File: src/design/bst_pkg.sv
`default_nettype none

package bst_pkg;

    localparam int REQ_W   = 2;
    localparam int KEY_W   = 32;
    localparam int CAP_W   = 5;
    localparam int COUNT_W = 5;

    localparam logic [REQ_W-1:0] REQ_QUERY  = 2'd0;
    localparam logic [REQ_W-1:0] REQ_ADD    = 2'd1;
    localparam logic [REQ_W-1:0] REQ_REMOVE = 2'd2;

    localparam logic [CAP_W-1:0] CAP_RESET = 5'd16;

    typedef struct packed {
        logic load;
        logic scan;
        logic start_shift;
        logic shift;
        logic append;
        logic drop;
        logic ok_set;
        logic ok_val;
        logic out_load;
    } cmd_t;

    typedef struct packed {
        logic             scan_done;
        logic             found;
        logic [REQ_W-1:0] op;
        logic             room;
        logic             shift_needed;
        logic             shift_done;
    } sts_t;

endpackage

`default_nettype wire

File: src/design/bounded_set_table.sv
// A request is accepted in idle, its key compared against the n keys held until a match
// or the end of the set, then decided; a remove that is not of the last key compacts the
// keys above it first. The time taken is set by the scan and compaction of the key memory.
// Throughput: one request at a time; the next beat is taken once the result is registered,
// even if the result is not yet taken, and a new result waits until the last one is taken.
// Sync reset (aresetn low) empties the set, sets capacity 16, drops m_tvalid; no memory clear.
`default_nettype none

module bounded_set_table #(
    parameter int DEPTH     = 16,
    parameter int KEY_WIDTH = 32
) (
    input  wire logic                          aclk,
    input  wire logic                          aresetn,
    input  wire logic                          s_tvalid,
    output logic                               s_tready,
    input  wire logic [bst_pkg::KEY_W-1:0]     s_tdata,     // key
    input  wire logic [bst_pkg::REQ_W-1:0]     s_tuser,     // req_type
    output logic                               m_tvalid,
    input  wire logic                          m_tready,
    output logic [7:0]                         m_tdata,     // ok, count[4:0], zero pad
    input  wire logic                          cfg_wr_en,
    input  wire logic [bst_pkg::CAP_W-1:0]     cfg_wr_data  // capacity
);

    bst_pkg::cmd_t               cmd;
    bst_pkg::sts_t               sts;
    logic                        out_ok;
    logic [bst_pkg::COUNT_W-1:0] out_count;

    bst_controller u_ctrl (
        .aclk     (aclk),
        .aresetn  (aresetn),
        .s_tvalid (s_tvalid),
        .s_tready (s_tready),
        .m_tvalid (m_tvalid),
        .m_tready (m_tready),
        .sts      (sts),
        .cmd      (cmd)
    );

    bst_datapath #(
        .DEPTH     (DEPTH),
        .KEY_WIDTH (KEY_WIDTH)
    ) u_dp (
        .aclk        (aclk),
        .aresetn     (aresetn),
        .s_tdata     (s_tdata),
        .s_tuser     (s_tuser),
        .cfg_wr_en   (cfg_wr_en),
        .cfg_wr_data (cfg_wr_data),
        .cmd         (cmd),
        .sts         (sts),
        .out_ok      (out_ok),
        .out_count   (out_count)
    );

    assign m_tdata = {2'b00, out_count, out_ok};

endmodule

`default_nettype wire

File: src/design/bst_datapath.sv
`default_nettype none

module bst_datapath #(
    parameter int DEPTH     = 16,
    parameter int KEY_WIDTH = 32
) (
    input  wire logic                         aclk,
    input  wire logic                         aresetn,
    input  wire logic [bst_pkg::KEY_W-1:0]    s_tdata,
    input  wire logic [bst_pkg::REQ_W-1:0]    s_tuser,
    input  wire logic                         cfg_wr_en,
    input  wire logic [bst_pkg::CAP_W-1:0]    cfg_wr_data,
    input  wire bst_pkg::cmd_t                cmd,
    output bst_pkg::sts_t                     sts,
    output logic                              out_ok,
    output logic [bst_pkg::COUNT_W-1:0]       out_count
);

    localparam int AW = (DEPTH > 1) ? $clog2(DEPTH) : 1;
    localparam int IW = $clog2(DEPTH + 1);
    localparam int CW = (IW > bst_pkg::COUNT_W) ? IW : bst_pkg::COUNT_W;
    localparam int KW = (KEY_WIDTH < bst_pkg::KEY_W) ? KEY_WIDTH : bst_pkg::KEY_W;

    logic [KW-1:0] mem [DEPTH];

    logic [KW-1:0]               key_reg, key_next;
    logic [bst_pkg::REQ_W-1:0]   op_reg, op_next;
    logic [IW-1:0]               idx_reg, idx_next;
    logic                        cmp_vld_reg, cmp_vld_next;
    logic [IW-1:0]               cmp_idx_reg, cmp_idx_next;
    logic                        found_reg, found_next;
    logic [IW-1:0]               pos_reg, pos_next;
    logic [IW-1:0]               used_reg, used_next;
    logic [bst_pkg::CAP_W-1:0]   cap_reg, cap_next;
    logic                        ok_reg, ok_next;
    logic                        out_ok_reg, out_ok_next;
    logic [bst_pkg::COUNT_W-1:0] out_count_reg, out_count_next;
    logic [KW-1:0]               rd_data_reg;

    logic          hit;
    logic          issue;
    logic          scan_done;
    logic [IW-1:0] pos_inc;
    logic [IW-1:0] shift_dst;
    logic [CW-1:0] limit;
    logic [CW-1:0] used_ext;
    logic          wr_en;
    logic [AW-1:0] wr_addr;
    logic [KW-1:0] wr_data;

    assign hit       = cmp_vld_reg && (rd_data_reg == key_reg);
    assign issue     = ((cmd.scan && !hit) || cmd.shift) && (idx_reg < used_reg);
    assign scan_done = hit || ((idx_reg == used_reg) && !cmp_vld_reg);
    assign pos_inc   = pos_reg + IW'(1);
    assign shift_dst = cmp_idx_reg - IW'(1);
    assign used_ext  = CW'(used_reg);
    assign limit     = (CW'(cap_reg) < CW'(DEPTH)) ? CW'(cap_reg) : CW'(DEPTH);

    always_comb begin
        key_next       = key_reg;
        op_next        = op_reg;
        idx_next       = idx_reg;
        cmp_vld_next   = issue;
        cmp_idx_next   = idx_reg;
        found_next     = found_reg;
        pos_next       = pos_reg;
        used_next      = used_reg;
        cap_next       = cap_reg;
        ok_next        = ok_reg;
        out_ok_next    = out_ok_reg;
        out_count_next = out_count_reg;
        wr_en          = 1'b0;
        wr_addr        = used_reg[AW-1:0];
        wr_data        = key_reg;

        if (cmd.load) begin
            key_next   = s_tdata[KW-1:0];
            op_next    = s_tuser;
            idx_next   = '0;
            found_next = 1'b0;
        end
        if (issue) begin
            idx_next = idx_reg + IW'(1);
        end
        if (cmd.scan && scan_done) begin
            found_next = hit;
            pos_next   = cmp_idx_reg;
        end
        if (cmd.start_shift) begin
            idx_next = pos_inc;
        end
        if (cmd.append) begin
            wr_en     = 1'b1;
            used_next = used_reg + IW'(1);
        end
        if (cmd.shift && cmp_vld_reg) begin
            wr_en   = 1'b1;
            wr_addr = shift_dst[AW-1:0];
            wr_data = rd_data_reg;
        end
        if (cmd.drop) begin
            used_next = used_reg - IW'(1);
        end
        if (cmd.ok_set) begin
            ok_next = cmd.ok_val;
        end
        if (cmd.out_load) begin
            out_ok_next    = ok_reg;
            out_count_next = used_ext[bst_pkg::COUNT_W-1:0];
        end
        if (cfg_wr_en) begin
            cap_next = cfg_wr_data;
        end
    end

    always_ff @(posedge aclk) begin
        if (!aresetn) begin
            used_reg    <= '0;
            cap_reg     <= bst_pkg::CAP_RESET;
            cmp_vld_reg <= 1'b0;
            idx_reg     <= '0;
        end else begin
            used_reg    <= used_next;
            cap_reg     <= cap_next;
            cmp_vld_reg <= cmp_vld_next;
            idx_reg     <= idx_next;
        end
        key_reg       <= key_next;
        op_reg        <= op_next;
        cmp_idx_reg   <= cmp_idx_next;
        found_reg     <= found_next;
        pos_reg       <= pos_next;
        ok_reg        <= ok_next;
        out_ok_reg    <= out_ok_next;
        out_count_reg <= out_count_next;
    end

    always_ff @(posedge aclk) begin
        if (wr_en) begin
            mem[wr_addr] <= wr_data;
        end
        if (issue) begin
            rd_data_reg <= mem[idx_reg[AW-1:0]];
        end
    end

    assign sts.scan_done    = scan_done;
    assign sts.found        = found_reg;
    assign sts.op           = op_reg;
    assign sts.room         = used_ext < limit;
    assign sts.shift_needed = pos_inc < used_reg;
    assign sts.shift_done   = (idx_reg == used_reg) && !cmp_vld_reg;

    assign out_ok    = out_ok_reg;
    assign out_count = out_count_reg;

endmodule

`default_nettype wire

File: src/design/bst_controller.sv
`default_nettype none

module bst_controller (
    input  wire logic           aclk,
    input  wire logic           aresetn,
    input  wire logic           s_tvalid,
    output logic                s_tready,
    output logic                m_tvalid,
    input  wire logic           m_tready,
    input  wire bst_pkg::sts_t  sts,
    output bst_pkg::cmd_t       cmd
);

    typedef enum logic [2:0] {
        ST_IDLE,
        ST_SCAN,
        ST_DECIDE,
        ST_SHIFT,
        ST_RESP
    } state_t;

    state_t state_reg, state_next;
    logic   m_tvalid_reg, m_tvalid_next;
    logic   out_free;

    assign out_free = !m_tvalid_reg || m_tready;

    always_comb begin
        state_next    = state_reg;
        m_tvalid_next = m_tready ? 1'b0 : m_tvalid_reg;
        cmd           = '0;

        case (state_reg)
            ST_IDLE: begin
                if (s_tvalid) begin
                    cmd.load   = 1'b1;
                    state_next = ST_SCAN;
                end
            end
            ST_SCAN: begin
                cmd.scan = 1'b1;
                if (sts.scan_done) begin
                    state_next = ST_DECIDE;
                end
            end
            ST_DECIDE: begin
                cmd.ok_set = 1'b1;
                state_next = ST_RESP;
                case (sts.op)
                    bst_pkg::REQ_QUERY: begin
                        cmd.ok_val = sts.found;
                    end
                    bst_pkg::REQ_ADD: begin
                        if (!sts.found && sts.room) begin
                            cmd.append = 1'b1;
                            cmd.ok_val = 1'b1;
                        end
                    end
                    bst_pkg::REQ_REMOVE: begin
                        if (sts.found) begin
                            if (sts.shift_needed) begin
                                cmd.ok_set      = 1'b0;
                                cmd.start_shift = 1'b1;
                                state_next      = ST_SHIFT;
                            end else begin
                                cmd.drop   = 1'b1;
                                cmd.ok_val = 1'b1;
                            end
                        end
                    end
                    default: begin
                        cmd.ok_val = 1'b0;
                    end
                endcase
            end
            ST_SHIFT: begin
                cmd.shift = 1'b1;
                if (sts.shift_done) begin
                    cmd.drop   = 1'b1;
                    cmd.ok_set = 1'b1;
                    cmd.ok_val = 1'b1;
                    state_next = ST_RESP;
                end
            end
            ST_RESP: begin
                if (out_free) begin
                    cmd.out_load  = 1'b1;
                    m_tvalid_next = 1'b1;
                    state_next    = ST_IDLE;
                end
            end
            default: begin
                state_next = ST_IDLE;
            end
        endcase
    end

    always_ff @(posedge aclk) begin
        if (!aresetn) begin
            state_reg    <= ST_IDLE;
            m_tvalid_reg <= 1'b0;
        end else begin
            state_reg    <= state_next;
            m_tvalid_reg <= m_tvalid_next;
        end
    end

    assign s_tready = (state_reg == ST_IDLE);
    assign m_tvalid = m_tvalid_reg;

endmodule

`default_nettype wire

File: config.mk
export PLATFORM = sky130hd
export DESIGN_NAME = bounded_set_table
export DESIGN_NICKNAME = d
export VERILOG_FILES = /design/src/design/bst_pkg.sv /design/src/design/bounded_set_table.sv /design/src/design/bst_datapath.sv /design/src/design/bst_controller.sv
export SDC_FILE = /design/constraint.sdc
export NUM_CORES = 1
export LEC_CHECK = 0
export BUFFER_PORTS_ARGS = -buffer_cell sky130_fd_sc_hd__buf_4
export CAP_MARGIN = 10
export CELL_PAD_IN_SITES_DETAIL_PLACEMENT = 0
export CELL_PAD_IN_SITES_GLOBAL_PLACEMENT = 1
export CORE_MARGIN = 5
export CORE_UTILIZATION = 55
export CTS_CLUSTER_SIZE = 20
export DETAILED_ROUTE_END_ITERATION = 6
export PLACE_DENSITY = 0.82
export SLEW_MARGIN = 10
export SYNTH_ARGS = -nofsm -noshare
export SYNTH_HDL_FRONTEND = slang
export SYNTH_SLANG_ARGS = --single-unit
File: constraint.sdc
create_clock -name aclk -period 6.1 [get_ports aclk]
set_clock_uncertainty 0.05 [all_clocks]
set_input_delay 0.305 -clock aclk [delete_from_list [all_inputs] [get_ports aclk]]
set_output_delay 0.305 -clock aclk [all_outputs]
set_load 0.05 [all_outputs]
==> run metrics, run 1 <==
Adder-Cell Fraction of Synth Area=0.0106; number of gates given a new drive strength after cts=0; largest fanout of any net on the critical path=20; final design area excluding fillers=27800 sq um; global placer's final weighted congestion=0.811; Chip Width=220 um; data arrival time of the critical path=3.96 ns; setup repair bufs after CTS=0; kind of capture point of the worst setup path=flip-flop; initial antenna violation count=0; cell count after synthesis=1122; prevailing post-synth register cell=sky130_fd_sc_hd__edfxtp_1; Least-Margin Pin Slew=1.18 ns; CTS Hold Bufs=48; dominant combinational cell family by area after synthesis=multiplexers; vias per cell=6.08; result of the run=complete, no violations; setup slack after placement=2.42 ns; worst rel slew slack=0.210; first-pass detailed-route iteration total=7; top-level I/O count=54; Synth async-reset ratio=0; number of vias in the routed layout=11498; Port-buffer cells=51; leading cell types in the layout, fill and taps excluded=591 x sky130_fd_sc_hd__edfxtp_1, 160 x sky130_fd_sc_hd__mux4_2, 69 x sky130_fd_sc_hd__buf_4; setup TNS=0 ns; count of different cell masters after synthesis=60; max FFs per register=512; Worst EP required=6.35 ns; wire length of the first global-routing pass=75.5 mm; compound-cell area share of the yosys netlist=0.0183; FF+latch count, synth=616; buffers from clock root to sink, at most=3; worst hold margin=0.356 ns; number of remaining DRC errors=0; Tmin final=3.71 ns; detailed-placement wirelength estimate=28.3 mm; worst ir drop on vdd=293 uV; Synth-to-Final Area Change=14.2%; Post-Synthesis Mean Instance Area=21.7 sq um; global-route congestion overflow total=0; TritonCTS clock tree=done; final max-slew violation count=0; number of cell rows=77; netlist area before placement=24300 sq um; setup slack after layout=2.39 ns; Die Outline Area=48500 sq um; Die H=220 um; highest achievable clock rate=269 MHz; number of DRC markers in iteration 0=1283; area share of and/or/nand/nor cells after synthesis=0.0272; H-tree level count=2; clock sink count=616; Core Area=43900 sq um; leakage power of the design=8.62 nW; Hold Crit Class=input pin to flip-flop; drt wl/cell=26.6 um; number of hold-slack violations in the final timing report=0; Worst setup SP type=flip-flop; register clock-pin slew on the reported worst setup and hold paths=0.06 ns; fraction of final layout cells sized beyond drive strength 1=0.292; leading cell type in the layout, fill and taps excluded=sky130_fd_sc_hd__edfxtp_1; antenna diode instance count=0; number of max-capacitance violations reported=0; classification of the worst setup path=flip-flop to flip-flop; standard cell area after detailed placement=25500 sq um; share of synthesized area occupied by flip-flops and latches=0.751; vias in the first global route=11963; Total Wirelength=50.3 mm; total CTS buffers=58; Yosys warning count=0; CTS root buffer=sky130_fd_sc_hd__clkbuf_16; post-synthesis xor/xnor area fraction=0.0141; Final #Nets=1318; fraction of synthesized area in multiplexers=0.166; number of enable-type register cells in the synthesized netlist=591; remaining antenna violation count=0; initial core utilization=0.553; maximum number of pins on one net before global-route repair=99; Total GRT Usage=0.212; setup repair after global routing missed its margin=no; clock latency reported for the late side of the worst-skew pair=0.62 ns; # setup viols final=0; Pwr per Cell Area=363 nW/um^2; period utilization=0.609
==> final cells by class <==
cell class / count / area [sq um]
clock inverters: 31 / 322
flip-flops and latches: 616 / 18300
multi-input cells: 444 / 5860
fillers: 2997 / 16200
repair buffers: 118 / 1020
well taps: 592 / 741
clock buffers: 74 / 1510
inverters: 16 / 60.1
==> cells in the mapped netlist, drive strengths merged (5+ instances only) <==
master,n,area [sq um]
edfxtp,591,17700
mux4,160,3600
nor2,36,138
xor2,34,298
mux2,32,360
buf,25,181
dfxtp,25,500
clkbuf,22,86.3
ha,19,238
nand2,16,60.1
a21oi,15,75.1
inv,15,56.3
nor3,15,80.1
nor4,13,115
nand3,12,60.1
o21ai,12,60.1
a31oi,8,50.1
mux2i,6,60.1
nand2b,6,37.5
nor2b,5,31.3
xnor2,5,43.8
==> per-stage QoR <==
step,total power (W),instances,utilization
5_1_grt,0.0104,1891,0.632
6_report,0.0101,1891,0.632
2_1_floorplan,0.00618,1123,-
3_5_place_dp,0.00665,1738,0.579
4_1_cts,0.0102,1891,0.632
3_3_place_gp,0.00660,1738,0.579
==> layer usage <==
metal	GRT usage	wire length, um	vias to the layer above
li1	-	-	4953
met5	0	0	-
met1	0.310	20500	6008
met3	0.0289	3550	90
met2	0.339	24800	447
met4	0.0705	1480	0
==> logic make-up (layout without fill, tap and decap cells) <==
family	Yosys count	in the layout
multiplexers	198	198
AND/OR/NAND/NOR	122	122
XOR/XNOR	39	39
other	1	2
adder cells (fa/ha/maj)	20	20
AO/OA/AOI/OAI	63	63
flip-flops	616	616
buffers and inverters	63	239
==> critical path, cell delays in order (launching register included) <==
cell and delay [ns]:
sky130_fd_sc_hd__dfxtp_1 0.32, sky130_fd_sc_hd__inv_1 0.09, sky130_fd_sc_hd__ha_1 0.19, sky130_fd_sc_hd__or4b_4 0.50, sky130_fd_sc_hd__nor3_1 0.16, sky130_fd_sc_hd__nor2_1 0.13
sky130_fd_sc_hd__a211oi_1 0.47, sky130_fd_sc_hd__o21ai_1 0.37, sky130_fd_sc_hd__nor2_4 0.73, sky130_fd_sc_hd__buf_4 0.38
==> path summary, 6_finish.rpt <==
kind | from | end | slack (ns) | cells past startpoint
worst max-delay path | u_dp.cap_reg[4] | u_dp.mem[6][29] | 2.39 | 9
worst min-delay path | s_tdata[15] | u_dp.key_reg[15] | 0.36 | 2
worst max register to register | u_dp.cap_reg[4] | u_dp.mem[6][29] | 2.39 | 9
worst min register to register | u_dp.ok_reg | u_dp.out_ok | 0.38 | 0
==> power breakdown <==
part	leakage, nW	switching, W	total (W)	internal, W
clock network	0.893	0.00153	0.00350	0.00197
logic	2.18	0.000853	0.00135	0.000494
registers	5.54	0.000164	0.00523	0.00507
total	8.62	0.00255	0.0101	0.00753
No activity file was read; power rests on OpenSTA's default activity.
==> run 2: changes to the inputs <==
- CORE_UTILIZATION: 55 -> 50
- PLACE_DENSITY: 0.82 -> 0.78
- clock period: 6.1 -> 3.2 ns (I/O delays scaled with it)
==> run metrics, run 2 (same netlist as run 1, synthesis figures left out) <==
Chip Width=230 um; detailed-placement wirelength estimate=31.5 mm; number of vias in the routed layout=11819; standard cell area after detailed placement=26000 sq um; classification of the worst setup path=flip-flop to flip-flop; Total GRT Usage=0.205; critical-path cell with the highest stage delay=sky130_fd_sc_hd__edfxtp_1; final max-slew violation count=0; global placer's final weighted congestion=0.812; Clock Power Share=0.342; Least-Margin Pin Slew=1.20 ns; FF+latch area=18300 sq um; Port-buffer cells=51; largest delay contributor family on the critical path=compound AO/OA/AOI/OAI gates; initial core utilization=0.507; highest achievable clock rate=327 MHz; buffers from clock root to sink, at most=3; CTS root buffer=sky130_fd_sc_hd__clkbuf_16; number of cell rows=80; first-pass detailed-route iteration total=5; antenna diode instance count=0; logic gate share of total power=0.148; Worst EP required=3.68 ns; number of buffers and inverters on the critical path=1; # setup viols final=0; data arrival time of the critical path=3.54 ns; vias in the first global route=12128; Layout Cells excl Fill=1952; worst ir drop on vdd=413 uV; Fillers=3312; worst hold margin=0.205 ns; register clock-pin slew on the reported worst setup and hold paths=0.06 ns; number of DRC markers in iteration 0=1415; vias per cell=6.05; number of hold-slack violations in the final timing report=0; maximum number of pins on one net before global-route repair=133; Die Outline Area=53100 sq um; final design area excluding fillers=28400 sq um; area of the multi-input gates=5880 sq um; leading cell type in the layout, fill and taps excluded=sky130_fd_sc_hd__edfxtp_1; TritonCTS clock tree=done; Largest stage delay, worst path=0.42 ns; worst rel slew slack=0.196; fraction of final layout cells sized beyond drive strength 1=0.316; remaining antenna violation count=0; sequential group share of total power=0.511; Synth-to-Final Area Change=16.7%; cells along the critical path=ha_1 > xor2_1 > ha_1 > o211ai_1 > o21ai_1 > a21oi_2 > o21a_1 > inv_2 > ha_1 > a21o_1 > a21oi_1 > mux2i_1 > mux2i_1; Worst path most repeated cell=sky130_fd_sc_hd__ha_1; Total Wirelength=54.0 mm; H-tree level count=2; clock latency reported for the late side of the worst-skew pair=0.62 ns; Final #Nets=1357; largest fanout of any net on the critical path=6; number of max-capacitance violations reported=0; Die H=230 um; setup repair after global routing missed its margin=yes; number of cells in the design after placement=1797; internal power=0.0145 W; result of the run=complete, no violations; Hold Crit Class=input pin to flip-flop; period utilization=0.956; Worst setup SP type=flip-flop; total CTS buffers=60; Tmin final=3.06 ns; number of remaining DRC errors=0; wire length of the first global-routing pass=80.0 mm; drt wl/cell=27.7 um; kind of capture point of the worst setup path=flip-flop; switching part of the total=0.255; overall power of the completed layout=0.0194 W; global-route congestion overflow total=0; leading cell types in the layout, fill and taps excluded=591 x sky130_fd_sc_hd__edfxtp_1, 160 x sky130_fd_sc_hd__mux4_2, 83 x sky130_fd_sc_hd__buf_4; switching power=0.00495 W; top-level I/O count=54; clock sink count=616; leakage power of the design=8.88 nW; initial antenna violation count=0; Core Area=47900 sq um; Pwr per Cell Area=684 nW/um^2; max FFs per register=512
-- run 2: changes by cell type in the layout (fill, tap and decap cells not counted), sizes merged --
cell,change
bufinv,-1
buf,+37
clkbuf,+5
clkinv,-2
clkinvlp,-1
-- run 2: layout make-up --
| class | instances | area share |
|---|---|---|
| sequential | 616 | 0.643 |
| multi-input combinational | 444 | 0.207 |
| timing repair buffer | 155 | 0.0558 |
| clock buffer | 79 | 0.0554 |
| tap | 615 | 0.0271 |
| clock inverter | 27 | 0.00891 |
| inverter | 16 | 0.00212 |
-- run 2: through the flow --
stage | util | setup WS (ns) | TNS [ns]
final | 0.592 | 0.142 | 0
after global routing | 0.592 | -0.103 | -0.103
after CTS | 0.591 | 0.0154 | 0
after detailed placement | 0.543 | 0.0808 | 0
after global placement | 0.543 | 0.101 | 0
after floorplan | - | -0.371 | -148.23
-- run 2: worst paths after layout --
path,start,end,slack [ns],cells after the start
min,s_tdata[12],u_dp.key_reg[12],0.20,2
max,u_dp.pos_reg[0],u_dp.used_ext[4],0.14,13
min reg2reg,u_dp.cmp_idx_reg[4],u_dp.pos_reg[4],0.36,0
max reg2reg,u_dp.pos_reg[0],u_dp.used_ext[4],0.14,13
-- run 2: per-layer routing --
metal	global-route usage	share of wire	vias up
li1	-	-	5030
met1	0.300	0.42	6228
met2	0.312	0.47	494
met3	0.0571	0.093	67
met4	0.0465	0.018	0
met5	0	0	-
-- run 2: repair_timing --
item	CTS	global route
setup buffers	0	1
endpoints found under the setup margin	0	130
endpoints found under the hold margin	44	0
gates resized for setup	0	5
hold buffers	48	0
-- run 2: power groups by stage --
stage,Combinational (W),Sequential [W],Clock [W]
finish,0.00287,0.00991,0.00663
global route,0.00309,0.00993,0.00713
CTS,0.00286,0.00991,0.00676
detailed placement,0.00279,0.0101,0
global placement,0.00273,0.0101,0
floorplan,0.00176,0.0100,0
